==> src/rtl/c2p_pkg.sv <==
// Package for the Cartesian-to-polar converter: payload structs, datapath widths,
// the per-stage pipeline struct and the CORDIC arctangent table function.
// No dependencies; every other file in rtl/ imports it.
`default_nettype none

package c2p_pkg;

  localparam int unsigned CoordW      = 16;
  localparam int unsigned SqW         = 32;
  localparam int unsigned RootW       = 16;
  localparam int unsigned RemW        = 18;
  localparam int unsigned CxW         = 51;
  localparam int unsigned ZW          = 33;
  localparam int unsigned FracBits    = 32;
  localparam int unsigned SqrtSteps   = 16;
  localparam int unsigned AngleW      = 16;
  localparam logic [63:0] PiQ60       = 64'h3243_F6A8_885A_308D;

  typedef struct packed {
    logic signed [CoordW-1:0] x_coord;
    logic signed [CoordW-1:0] y_coord;
  } c2p_in_t;

  typedef struct packed {
    logic [CoordW-1:0] radius;
    logic [AngleW-1:0] angle_code;
    logic              is_origin;
  } c2p_out_t;

  typedef struct packed {
    logic signed [CxW-1:0] cx;
    logic signed [CxW-1:0] cy;
    logic signed [ZW-1:0]  z;
    logic [SqW-1:0]        sq;
    logic [RootW-1:0]      root;
    logic [RemW-1:0]       rem;
    logic                  x_neg;
    logic                  origin;
  } c2p_core_t;

  // atan(2^-idx) in units where 2^31 stands for pi, rounded to nearest. The
  // series is summed in 2^-60 units and divided by pi through long division.
  function automatic logic [31:0] atan_step(input int unsigned idx);
    logic signed [63:0] acc;
    logic [63:0]        num;
    logic [63:0]        den;
    logic [63:0]        quo;
    logic [63:0]        part;
    logic [63:0]        r;
    logic [63:0]        q;
    logic [63:0]        pi_q60;
    int unsigned        e;
    pi_q60 = PiQ60;
    acc    = '0;
    if (idx == 0) begin
      return 32'h2000_0000;
    end
    for (int k = 0; k < 31; k++) begin
      e = (2 * k + 1) * idx;
      if (e < 61) begin
        num  = 64'(64'd1 << 60) >> e;
        den  = 64'(2 * k + 1);
        quo  = '0;
        part = '0;
        for (int b = 63; b >= 0; b--) begin
          part = {part[62:0], num[b]};
          if (part >= den) begin
            part   = part - den;
            quo[b] = 1'b1;
          end
        end
        if ((k & 1) != 0) begin
          acc = acc - signed'(quo);
        end else begin
          acc = acc + signed'(quo);
        end
      end
    end
    r = unsigned'(acc);
    q = '0;
    for (int b = 0; b < 32; b++) begin
      r = r << 1;
      q = q << 1;
      if (r >= pi_q60) begin
        r    = r - pi_q60;
        q[0] = 1'b1;
      end
    end
    return 32'((q + 64'd1) >> 1);
  endfunction

endpackage

`default_nettype wire

==> src/rtl/c2p_prep.sv <==
// Front end of the converter: three register stages that take absolute values,
// square both coordinates and set up the square-root and CORDIC operands.
// Depends on c2p_pkg.
`default_nettype none

module c2p_prep (
  input  wire logic              clk_i,
  input  wire logic              rst_ni,
  input  wire logic              en_i,
  input  wire logic              valid_i,
  input  wire c2p_pkg::c2p_in_t  data_i,
  output      logic              valid_o,
  output      c2p_pkg::c2p_core_t data_o
);
  import c2p_pkg::*;

  logic              abs_vld_q;
  logic [CoordW-1:0] ax_q, ay_q;
  logic              xneg_q, org_q;

  logic              sqr_vld_q;
  logic [CoordW-1:0] ax2_q, ay2_q;
  logic [SqW-1:0]    sqx_q, sqy_q;
  logic              xneg2_q, org2_q;

  logic              out_vld_q;
  c2p_core_t         out_q, out_d;

  always_comb begin
    out_d        = '0;
    out_d.cx     = signed'(CxW'({ax2_q, FracBits'(0)}));
    out_d.cy     = signed'(CxW'({ay2_q, FracBits'(0)}));
    out_d.sq     = sqx_q + sqy_q;
    out_d.x_neg  = xneg2_q;
    out_d.origin = org2_q;
  end

  always_ff @(posedge clk_i or negedge rst_ni) begin
    if (!rst_ni) begin
      abs_vld_q <= 1'b0;
      sqr_vld_q <= 1'b0;
      out_vld_q <= 1'b0;
    end else if (en_i) begin
      abs_vld_q <= valid_i;
      sqr_vld_q <= abs_vld_q;
      out_vld_q <= sqr_vld_q;
    end
  end

  always_ff @(posedge clk_i) begin
    if (en_i) begin
      ax_q    <= data_i.x_coord[CoordW-1] ? CoordW'(-data_i.x_coord) : data_i.x_coord;
      ay_q    <= data_i.y_coord[CoordW-1] ? CoordW'(-data_i.y_coord) : data_i.y_coord;
      xneg_q  <= data_i.x_coord[CoordW-1];
      org_q   <= (data_i.x_coord == '0) && (data_i.y_coord == '0);
      ax2_q   <= ax_q;
      ay2_q   <= ay_q;
      sqx_q   <= SqW'(ax_q) * SqW'(ax_q);
      sqy_q   <= SqW'(ay_q) * SqW'(ay_q);
      xneg2_q <= xneg_q;
      org2_q  <= org_q;
      out_q   <= out_d;
    end
  end

  assign valid_o = out_vld_q;
  assign data_o  = out_q;

endmodule

`default_nettype wire

==> config.mk <==
export PLATFORM = sky130hd
export DESIGN_NAME = c2p_prep
export DESIGN_NICKNAME = d
export VERILOG_FILES = /design/src/rtl/c2p_pkg.sv /design/src/rtl/c2p_prep.sv
export SDC_FILE = /design/constraint.sdc
export NUM_CORES = 1
export LEC_CHECK = 0
export ABC_AREA = 0
export BUFFER_PORTS_ARGS = -buffer_cell sky130_fd_sc_hd__buf_2
export CORE_MARGIN = 2
export CORE_UTILIZATION = 56
export DETAILED_ROUTE_END_ITERATION = 16
export PLACE_DENSITY = 0.79
export SYNTH_ARGS = -nofsm -noshare
export SYNTH_HDL_FRONTEND = slang
export SYNTH_SLANG_ARGS = --single-unit
==> constraint.sdc <==
create_clock -name clk_i -period 6.5 [get_ports clk_i]
set_input_delay 0.325 -clock clk_i [delete_from_list [all_inputs] [get_ports clk_i]]
set_output_delay 0.325 -clock clk_i [all_outputs]
set_load 0.02 [all_outputs]
==> run_results.csv <==
group,metric,value,unit
status,status,"complete, no violations",
floorplanning,pin_count,240,
layout,area_growth,6.829,%
floorplanning,start_util,56.47,%
logic_synthesis,ys_ff_latch,197,
timing,clock-skew-final,0.008296,ns
hold_path,holdPathStages,1,
logic_synthesis,synth_edf_count,194,
clocking,h-tree-depth,4,
placement,place_inst,2948,
timing,rsz0062_at_grt,"true",
floorplanning,design.die.area,43670,um2
logic_synthesis,synth_cell_types,60,
worst_setup_path,cp-start-kind,"flip-flop",
worst_setup_path,crit_buf_inv,8,
worst_setup_path,path_class,"flip-flop to flip-flop",
grt,grt_first_pass_wirelength,78830,um
grt,grt_max_degree,128,
routing,drc_errors,0,
clocking,cts.sinks,197,
timing,min_period,6.262,ns
timing,worst_pin_slew,1.025,ns
logic_synthesis,ys.flop_type,"edfxtp_1",
run,max_cap_viol_count,0,
worst_setup_path,timing.rr.start,"ax_q[8]",
timing,finalCritPeriodShare,96.34,%
timing,max_freq,0.1597,GHz
timing,hold_viol,0,
layout,drive_above_1_share,9.553,%
worst_setup_path,cpPeakStageDelay,0.54,ns
grt,grt_pass1_vias,16720,
worst_setup_path,cp.required,6.72,ns
routing,vias,15810,
hold_path,hold_class,"input port to flip-flop",
layout,n_antenna_cell,0,
worst_setup_path,cpMostUsedCell,"inv_1",
clocking,cts_made_buffers,17,
hold_path,hold_end,"ax_q[0]",
clocking,ctsRootBufferMaster,"clkbuf_16",
logic_synthesis,async_reset_ff_share,1.523,%
floorplanning,core_area,41670,um2
clocking,clock_path_buffers,2,
routing,wl,46940,um
grt,antenna_found_initial,0,
timing,maxSlewViolCount,0,
logic_synthesis,syn_area,23530,um2
floorplanning,rows,75,
logic_synthesis,yosysSeqAreaShare,25.08,%
logic_synthesis,synth_area_per_cell,10.17,um2
routing,first_iter_violations,980,
placement,dp_hpwl,38320,um
worst_setup_path,r2r_slack,0.24,ns
worst_setup_path,critPathTopFamily,"adder cells",
layout,nets,3040,
routing,wl_per_cell,15.65,um
worst_setup_path,end_kind,"flip-flop",
logic_synthesis,netlist_instances,2314,
routing,dr.pass1.iters,5,
worst_setup_path,reg2reg_depth,23,
floorplanning,chipHeight,209.0,um
placement,routabilityCongestion,0.8865,
clocking,clk_pin_slew,0.08,ns
clocking,insertion_delay,0.47,ns
grt,track_usage,22.65,%
routing,ant_nets,0,
clocking,cts_tree,"built",
grt,grt_overflow,0,
layout,stdcell_count,2999,
worst_setup_path,cp_slowest_cell,"fa_1",
routing,avgViaCountPerCell,5.272,
worst_setup_path,rr_endpoint,"sqx_q[24]",
worst_setup_path,cp_cell_sequence,"nand2_2 -> inv_1 -> fa_1 -> inv_1 -> fa_1 -> inv_1 -> fa_1 -> inv_1 -> fa_1 -> inv_1 -> fa_1 -> inv_1 -> fa_1 -> inv_1 -> ha_1 -> a21o_1 -> or4_1 -> o22ai_2 -> o31ai_1 -> buf_4 -> a41o_1 -> a21oi_1 -> xnor2_1",
timing,setup_viol,0,
worst_setup_path,worstPathArrival,6.48,ns
logic_synthesis,ys.warnings.count,0,
placement,port_buffers,102,
worst_setup_path,cp_max_fo,5,
floorplanning,die-width,209.0,um
timing,slew_headroom,31.69,%
hold_path,hp-start,"data_i[16]",
-- layout make-up --
type,count,area (um2)
fillers,3353,16530
multi-input cells,1552,15060
flip-flops and latches,197,5901
inverters,509,1911
repair buffers,170,1036
well taps,539,674.4
clock buffers,19,432.9
clock inverters,13,116.4
-- what timing repair did --
action,CTS,global route
buffers inserted,0,18
endpoints found under the hold margin,3,0
gates resized for setup,0,16
hold buffers,1,0
setup endpoints to repair,0,18
-- per-layer routing --
metal	vias to the layer above	track usage (%)	part of all wire (%)
li1	7318	-	-
met1	7921	28.09	40
met2	454	39.59	51
met3	117	2.901	5.0
met4	0	10.57	4.0
met5	-	0	0
-- synth_stat cells, types with 2 or more instances --
library cell	count	area, um2
a41oi_1	5	43.79
and2_1	81	506.7
nand4b_1	2	17.52
nor2b_1	16	100.1
nand2b_1	10	62.56
a31o_2	6	52.55
inv_1	509	1911
o22ai_1	2	12.51
nand3_1	19	95.09
a211oi_1	9	67.56
nor3_1	19	95.09
xnor2_1	91	797.0
mux2_2	6	67.56
dfrtp_1	3	75.07
nand4_1	11	68.82
edfxtp_1	194	5826
xor2_1	34	297.8
nor2_1	80	300.3
a31oi_1	8	50.05
fa_1	324	6486
or2_2	9	56.30
or3_4	2	22.52
ha_1	233	2915
nand2_1	195	732.0
a211o_1	2	17.52
nor4_1	3	18.77
o21bai_1	10	75.07
o31ai_1	11	82.58
and3_1	16	100.1
o21a_1	10	75.07
o211ai_1	6	45.04
buf_4	137	1028
or3_1	4	25.02
o41ai_1	6	52.55
a221oi_1	2	17.52
o21ai_0	44	220.2
a21oi_1	77	385.4
a311oi_1	3	26.28
a2111oi_0	2	17.52
a21o_1	38	285.3
clkbuf_1	55	206.5
or4_1	2	15.01
-- placed cells by master (no fill, tap or decap), types with 66 or more instances in the layout --
| master | instances |
|---|---|
| and2_1 | 81 |
| nand2_1 | 194 |
| a21oi_1 | 76 |
| conb_1 | 137 |
| buf_2 | 101 |
| xnor2_1 | 91 |
| edfxtp_1 | 194 |
| buf_4 | 66 |
| inv_1 | 509 |
| nor2_1 | 79 |
| ha_1 | 233 |
| fa_1 | 324 |
-- worst max-delay path by stage --
stage / startpoint / end / slack (ns) / cells past startpoint
5_1_grt: ay_q[8] / sqy_q[30] / -0.05 / 21
4_1_cts: ax_q[9] / sqx_q[29] / 0.12 / 22
2_1_floorplan: ax_q[1] / sqx_q[26] / 0.12 / 23
3_3_place_gp: ay_q[8] / sqy_q[31] / 0.16 / 22
6_report: ax_q[8] / sqx_q[24] / 0.24 / 23
3_5_place_dp: ax_q[8] / sqx_q[26] / 0.13 / 22
-- flip-flops by register name (all words and copies together) (netlist names) --
| register | count |
|---|---|
| data_o | 66 |
| sqx_q | 30 |
| sqy_q | 30 |
| ax2_q | 16 |
| ax_q | 16 |
| ay2_q | 16 |
| ay_q | 16 |
| abs_vld_q | 1 |
| org2_q | 1 |
| org_q | 1 |
| sqr_vld_q | 1 |
| valid_o | 1 |
| xneg2_q | 1 |
| xneg_q | 1 |
-- cell families (layout without fill, tap and decap cells) --
group,count (synthesis),in the layout,synth area share (%)
AOI/OAI and AO/OA,253,253,7.036
xor gates and xnor gates,125,125,4.654
adders and majority gates,557,557,39.96
buffers and inverters,701,711,13.37
DFF,197,197,25.08
muxes,6,6,0.2872
other,1,137,0.01594
and+or+nand+nor,474,474,9.594
-- through the flow --
step | hold WS [ns] | setup slack [ns] | util [%] | TNS (ns) | cell area (um2)
2_1_floorplan | 0.02941 | 0.1172 | - | 0 | 24040
3_5_place_dp | 0.1267 | 0.1321 | 58.47 | 0 | 24360
5_1_grt | 0.06067 | -0.04974 | 60.32 | -0.2022 | 25130
3_3_place_gp | 0.1173 | 0.1562 | 58.47 | 0 | 24360
6_report | 0.07033 | 0.2378 | 60.32 | 0 | 25130
4_1_cts | 0.05500 | 0.1208 | 59.82 | 0 | 24920
Power is left out: the tool's default activity adds up to more than one toggle a clock period on the data nets, which glitch-free logic cannot reach.
