File: config.mk
export PLATFORM = sky130hd
export DESIGN_NAME = c2p_post
export DESIGN_NICKNAME = d
export VERILOG_FILES = /design/src/rtl/c2p_pkg.sv /design/src/rtl/c2p_post.sv
export SDC_FILE = /design/constraint.sdc
export NUM_CORES = 1
export LEC_CHECK = 0
export ABC_AREA = 1
export BUFFER_PORTS_ARGS = -buffer_cell sky130_fd_sc_hd__buf_2
export CORE_AREA = 2 2 91 93
export DETAILED_ROUTE_END_ITERATION = 8
export DIE_AREA = 0 0 93 95
export PLACE_DENSITY = 0.71
export SKIP_LAST_GASP = 1
export SLEW_MARGIN = 20
export SYNTH_ARGS = -nofsm -noshare
export SYNTH_HDL_FRONTEND = slang
export SYNTH_SLANG_ARGS = --single-unit
export TNS_END_PERCENT = 10
File: constraint.sdc
create_clock -name vclk -period 3.5
set_input_delay 0.35 -clock vclk [all_inputs]
set_output_delay 0.35 -clock vclk [all_outputs]
set_load 0.02 [all_outputs]
File: src/rtl/c2p_pkg.sv
// Package for the Cartesian-to-polar converter: payload structs, datapath widths,
// the per-stage pipeline struct and the CORDIC arctangent table function.
// No dependencies; every other file in rtl/ imports it.
`default_nettype none

package c2p_pkg;

  localparam int unsigned CoordW      = 16;
  localparam int unsigned SqW         = 32;
  localparam int unsigned RootW       = 16;
  localparam int unsigned RemW        = 18;
  localparam int unsigned CxW         = 51;
  localparam int unsigned ZW          = 33;
  localparam int unsigned FracBits    = 32;
  localparam int unsigned SqrtSteps   = 16;
  localparam int unsigned AngleW      = 16;
  localparam logic [63:0] PiQ60       = 64'h3243_F6A8_885A_308D;

  typedef struct packed {
    logic signed [CoordW-1:0] x_coord;
    logic signed [CoordW-1:0] y_coord;
  } c2p_in_t;

  typedef struct packed {
    logic [CoordW-1:0] radius;
    logic [AngleW-1:0] angle_code;
    logic              is_origin;
  } c2p_out_t;

  typedef struct packed {
    logic signed [CxW-1:0] cx;
    logic signed [CxW-1:0] cy;
    logic signed [ZW-1:0]  z;
    logic [SqW-1:0]        sq;
    logic [RootW-1:0]      root;
    logic [RemW-1:0]       rem;
    logic                  x_neg;
    logic                  origin;
  } c2p_core_t;

  // atan(2^-idx) in units where 2^31 stands for pi, rounded to nearest. The
  // series is summed in 2^-60 units and divided by pi through long division.
  function automatic logic [31:0] atan_step(input int unsigned idx);
    logic signed [63:0] acc;
    logic [63:0]        num;
    logic [63:0]        den;
    logic [63:0]        quo;
    logic [63:0]        part;
    logic [63:0]        r;
    logic [63:0]        q;
    logic [63:0]        pi_q60;
    int unsigned        e;
    pi_q60 = PiQ60;
    acc    = '0;
    if (idx == 0) begin
      return 32'h2000_0000;
    end
    for (int k = 0; k < 31; k++) begin
      e = (2 * k + 1) * idx;
      if (e < 61) begin
        num  = 64'(64'd1 << 60) >> e;
        den  = 64'(2 * k + 1);
        quo  = '0;
        part = '0;
        for (int b = 63; b >= 0; b--) begin
          part = {part[62:0], num[b]};
          if (part >= den) begin
            part   = part - den;
            quo[b] = 1'b1;
          end
        end
        if ((k & 1) != 0) begin
          acc = acc - signed'(quo);
        end else begin
          acc = acc + signed'(quo);
        end
      end
    end
    r = unsigned'(acc);
    q = '0;
    for (int b = 0; b < 32; b++) begin
      r = r << 1;
      q = q << 1;
      if (r >= pi_q60) begin
        r    = r - pi_q60;
        q[0] = 1'b1;
      end
    end
    return 32'((q + 64'd1) >> 1);
  endfunction

endpackage

`default_nettype wire

File: src/rtl/c2p_post.sv
// Back end of the converter: rounds the square root, saturates, reflects and
// rounds the CORDIC angle, and forces zeros for the origin.
// Depends on c2p_pkg.
`default_nettype none

module c2p_post (
  input  wire c2p_pkg::c2p_core_t data_i,
  output      c2p_pkg::c2p_out_t  data_o
);
  import c2p_pkg::*;

  localparam logic signed [ZW-1:0] ZMax = ZW'(64'd1 << 30);

  logic [30:0] z_sat;
  logic [31:0] z_refl;
  logic [31:0] z_rnd;
  logic        round_up;

  always_comb begin
    if (data_i.z[ZW-1]) begin
      z_sat = '0;
    end else if (data_i.z > ZMax) begin
      z_sat = 31'(ZMax);
    end else begin
      z_sat = data_i.z[30:0];
    end
    z_refl   = data_i.x_neg ? (32'h8000_0000 - 32'(z_sat)) : 32'(z_sat);
    z_rnd    = z_refl + 32'h0000_8000;
    round_up = (RemW'(data_i.root) < data_i.rem);
    if (data_i.origin) begin
      data_o = '{radius: '0, angle_code: '0, is_origin: 1'b1};
    end else begin
      data_o.radius     = data_i.root + RootW'(round_up);
      data_o.angle_code = z_rnd[31:16];
      data_o.is_origin  = 1'b0;
    end
  end

endmodule

`default_nettype wire

==> metrics.md, run 1 <==
| Metric | Value |
|---|---|
| Routed WL | 6900 µm |
| CP startpoint kind | primary input |
| GR Util met1 | 18.6% |
| # nets final | 773 |
| Vias in the first global route | 2,650 |
| Fin util | 42.2% |
| Die Ht | 95 µm |
| Tmin final | 3.84 ns |
| Port Buffers | 102 |
| Ratio of cells with drive above 1 in the final layout | 43.6% |
| Failing checks | negative setup slack |
| Routed Antenna Nets | 0 |
| # setup viols final | 6 |
| Max stage delay on crit path | 0.28 ns |
| Worst Setup End Kind | output pin |
| Clk pwr share | 0% |
| Worst Max-Slew Pin Slew | 0.610 ns |
| Design Area, Final | 3350 µm² |
| DR WL/cell | 10.5 µm |
| Fmax | 261 MHz |
| Crit path max fanout | 3 |
| Vias per cell | 4.44 |
| Leakage Power | 1.93 nW |
| Post-route setup TNS | -1.37 ns |
| Setup ws final | -0.338 ns |
| CTS Hold Bufs | 0 |
| Grt ovf | 0 |
| Placed Instance Area | 3060 µm² |
| Top cells by area, synth | nand2_1 17%, inv_1 13%, ha_1 9.8% |
| Total Routing Usage GR | 14.3% |
| Final period util | 110% |
| Internal power | 160 µW |
| Critical path endpoint | data_o[31] |
| Top-area cell type share of the netlist area | 17.2% |
| Drt drc | 0 |
| Site Rows | 33 |
| Drt initial violations | 69 |
| Synth warn | 0 |
| I/O pins | 236 |
| Total power | 409 µW |
| Pre-CTS WS | -0.518 ns |
| Global route hottest layer | met2 |
| Hold Path Class | in2out |
| RSZ-0062 raised after global routing | yes |
| Max-slew headroom | 59.3% |
| Initial antenna violation count | 0 |
| Cell total after placement | 650 |
| WHS Path Cells | 3 |
| Commonest non-fill, non-tap cells in the layout | 101 x nand2_1, 90 x buf_2, 73 x inv_1, 44 x nor2_1, 30 x buf_4 |
| Detailed placer's ending HPWL | 5840 µm |
| Synth area leader | nand2_1 |
| Die footprint | 8840 µm² |
| Fin Hold WS | 1.05 ns |
| CP max stage cell | a2111oi_2 |
| Final Slew Violations | 0 |
| CP delay by family, top | simple AND/OR/NAND/NOR gates |
| Switching Share | 60.8% |
| Reg area | 0 µm² |
| Global-route wire length before repair | 10,800 µm |
| Commonest non-fill, non-tap cell in the layout | nand2_1 |
| Cells after synthesis | 428 |
| M3 GR Usage | 1.20% |
| Pre-antenna DRT Iters | 4 |
| Post-Syn Area | 2300 µm² |
| Layout Cells excl Fill | 655 |
| Part of the power in registers | 0% |
| Pwr dens | 122 nW/µm² |
| Net Count, Synth | 649 |
| WP data arrival | 3.49 ns |
| Max cap viols | 0 |
| Post-Syn Area per Cell | 5.36 µm² |
| Setup CP Type | in2out |
| Netlist cell types | 37 |
| CP required | 3.15 ns |
| Core area | 7930 µm² |
| Worst vdd ir | 0.0632 mV |
| Met2 Use GR | 26.4% |
| Sequential cell area fraction in the yosys report | 0% |
| Comb pwr share | 100.0% |
| Die X | 93 µm |
| Area Overhead vs Synth | 45.8% |
| Status | finished, violations left |
| FFs & Latches | 0 |
| Final hold vios | 0 |
| Crit. Startpoint | data_i[6] |
| Sw power | 248 µW |
| Most frequent CP cell | nor2_2 |
| Vias post-DR | 2,906 |
| Critical path depth in cells | 30 |
| Inserted Diodes | 0 |
| Pin count of the biggest net entering global routing | 27 |
| Worst path bufs/invs | 5 |
| Initial Util | 29.0% |
| Clock buf count | 0 |
| Placer Congestion | 0.834 |
[layout make-up]
cell class / instances / area, µm²
Fill cell: 851 / 4580
Tap cell: 105 / 131
Timing Repair Buffer: 130 / 796
Multi-Input combinational cell: 326 / 2060
Inverter: 94 / 358
[power groups by stage]
| stage | Combinational, mW | Clock, mW | Sequential, mW |
|---|---|---|---|
| after floorplan | 0.251 | 0 | 0 |
| after global placement | 0.367 | 0 | 0 |
| after detailed placement | 0.375 | 0 | 0 |
| after CTS | 0.379 | 0 | 0 |
| after global routing | 0.458 | 0 | 0 |
| final | 0.409 | 0 | 0 |
[layer usage]
layer / vias up / part of all wire [%]
li1: 1578 / -
met1: 1243 / 45
met2: 83 / 49
met3: 2 / 5.7
met4: 0 / 0.30
met5: - / 0
[worst min-delay path, delay by kind of cell]
| kind | cells | cell delay (ns) |
|---|---|---|
| buffers and inverters | 2 | 0.27 |
| AOI/OAI and AO/OA | 1 | 0.07 |
[cells in the mapped netlist (2+ instances only)]
cell,instances
inv_1,81
o21ai_1,4
nor2_8,3
nand2_4,12
nand3_2,3
nand2_1,105
o21ai_0,13
nor2_4,7
ha_1,18
nand2_2,17
a21oi_1,24
nor2_2,8
o211ai_1,5
inv_2,13
nor3_1,6
nand3_1,23
nand4_1,7
o21ai_2,2
nand3b_1,4
buf_6,2
buf_2,2
nor2_1,54
[cells by family after synthesis]
kind of cell | after synthesis | share of synthesized area, %
AO/OA/AOI/OAI | 57 | 15.9
buffers and inverters | 102 | 18.0
adder cells (fa/ha/maj) | 18 | 9.81
XOR/XNOR | 1 | 0.382
AND/OR/NAND/NOR | 250 | 55.9
[what timing repair did]
| action | 4_1_cts | 5_1_grt |
|---|---|---|
| endpoints found under the setup margin | 7 | 9 |
| endpoints found under the hold margin | 0 | 0 |
| buffers inserted | 0 | 5 |
| gates resized for setup | 6 | 58 |
| pin swaps | 0 | 33 |
[worst min path at each step]
stage	start	endpoint	slack (ns)
2_1_floorplan	data_i[0]	data_o[0]	0.81
3_3_place_gp	data_i[35]	data_o[32]	1.03
3_5_place_dp	data_i[35]	data_o[32]	1.03
4_1_cts	data_i[35]	data_o[32]	1.04
5_1_grt	data_i[35]	data_o[32]	1.05
6_report	data_i[35]	data_o[32]	1.05
Power figures use the tool's default switching activity.
==> run 2, diff against run 1 <==
--- a/config.mk
+++ b/config.mk
@@ -10,7 +10,7 @@
 export CORE_AREA = 2 2 91 93
 export DETAILED_ROUTE_END_ITERATION = 8
 export DIE_AREA = 0 0 93 95
-export PLACE_DENSITY = 0.71
+export PLACE_DENSITY = 0.69
 export SKIP_LAST_GASP = 1
 export SLEW_MARGIN = 20
 export SYNTH_ARGS = -nofsm -noshare
==> constraint.sdc (replaced) <==
create_clock -name vclk -period 4
set_input_delay 0.4 -clock vclk [all_inputs]
set_output_delay 0.4 -clock vclk [all_outputs]
set_load 0.02 [all_outputs]
==> metrics.md, run 2 (synthesis gave the netlist of run 1 again) <==
| Metric | Value |
|---|---|
| Status | finished, violations left |
| Failing checks | negative setup slack |
| Crit path max fanout | 3 |
| DR WL/cell | 10.2 µm |
| Reg area | 0 µm² |
| Fin util | 39.0% |
| Worst Max-Slew Pin Slew | 0.624 ns |
| Commonest non-fill, non-tap cells in the layout | 104 x nand2_1, 101 x buf_2, 79 x inv_1, 48 x nor2_1, 23 x a21oi_1 |
| Fillcell total | 884 |
| Pwr dens | 107 nW/µm² |
| FFs & Latches | 0 |
| Detailed placer's ending HPWL | 5710 µm |
| Pin count of the biggest net entering global routing | 27 |
| CTS Hold Bufs | 0 |
| Setup ws final | -0.112 ns |
| Initial Util | 29.0% |
| Layout Cells excl Fill | 646 |
| Die Ht | 95 µm |
| Fin Hold WS | 1.11 ns |
| Inserted Diodes | 0 |
| Max-slew headroom | 58.4% |
| CP required | 3.60 ns |
| Crit. Startpoint | data_i[5] |
| CP max stage cell | a2111oi_2 |
| Setup CP Type | in2out |
| Pre-antenna DRT Iters | 5 |
| Hold Path Class | in2out |
| Placer Congestion | 0.799 |
| CP delay by family, top | simple AND/OR/NAND/NOR gates |
| Worst path bufs/invs | 5 |
| Fmax | 243 MHz |
| Final hold vios | 0 |
| Routed WL | 6600 µm |
| Ratio of cells with drive above 1 in the final layout | 38.3% |
| Total Routing Usage GR | 13.9% |
| Global-route wire length before repair | 10,600 µm |
| Initial antenna violation count | 0 |
| Design Area, Final | 3090 µm² |
| Commonest non-fill, non-tap cell in the layout | nand2_1 |
| Core area | 7930 µm² |
| Worst vdd ir | 0.0537 mV |
| Tmin final | 4.11 ns |
| Most frequent CP cell | nand2_1 |
| Total power | 329 µW |
| RSZ-0062 raised after global routing | yes |
| Site Rows | 33 |
| Clock buf count | 0 |
| WP data arrival | 3.71 ns |
| Worst Setup End Kind | output pin |
| Drt initial violations | 86 |
| Die footprint | 8840 µm² |
| Min-Delay Startpoint | data_i[35] |
| Grt ovf | 0 |
| Die X | 93 µm |
| Area Overhead vs Synth | 34.6% |
| I/O pins | 236 |
| Routed Antenna Nets | 0 |
| Placed Instance Area | 3000 µm² |
| Vias post-DR | 2,901 |
| CP startpoint kind | primary input |
| Max stage delay on crit path | 0.35 ns |
| Area of the multi-input gates | 1950 µm² |
| Vias per cell | 4.49 |
| Final period util | 103% |
| # setup viols final | 3 |
| # nets final | 764 |
| Max cap viols | 0 |
| Final Slew Violations | 0 |
| Leakage Power | 1.87 nW |
| Vias in the first global route | 2,563 |
| Cell total after placement | 643 |
| Drt drc | 0 |
| Port Buffers | 102 |
## run 2: cell count changes in the layout (fill, tap and decap cells not counted), sizes merged
cell / delta
buf: -9
## run 2: worst paths after layout
| path | slack (ns) | cells after the start | to |
|---|---|---|---|
| max | -0.11 | 29 | data_o[31] |
| min | 1.11 | 3 | data_o[32] |
## run 2: what timing repair did
item	4_1_cts	5_1_grt
setup buffers	0	3
resized for setup	5	15
pin swaps	0	8
setup endpoints to repair	6	6
## run 2: area by class of cell
cell class         instances  share of cell area (%)
repair buffers           121                    21.2
inverters                 94                    11.4
multi-input cells        326                    63.1
well taps                105                    4.25
## run 2: power breakdown
| part | internal (mW) | total, mW | switching (mW) | leakage (nW) |
|---|---|---|---|---|
| Combinational | 0.121 | 0.329 | 0.208 | 1.87 |
| Sequential | 0 | 0 | 0 | 0 |
| Clock | 0 | 0 | 0 | 0 |
## run 2: per-stage QoR
step	TNS, ns	worst slack [ns]
finish	-0.192	-0.112
global route	-1.48	-0.377
CTS	-0.210	-0.0834
detailed placement	-1.08	-0.314
global placement	-0.553	-0.204
floorplan	0	0.117
## run 2: per-layer routing
metal | up-vias | track usage [%] | part of all wire (%)
li1 | 1561 | - | -
met1 | 1238 | 18.5 | 46
met2 | 98 | 25.1 | 47
met3 | 4 | 1.28 | 6.8
met4 | 0 | 1.72 | 0.55
met5 | - | 0 | 0
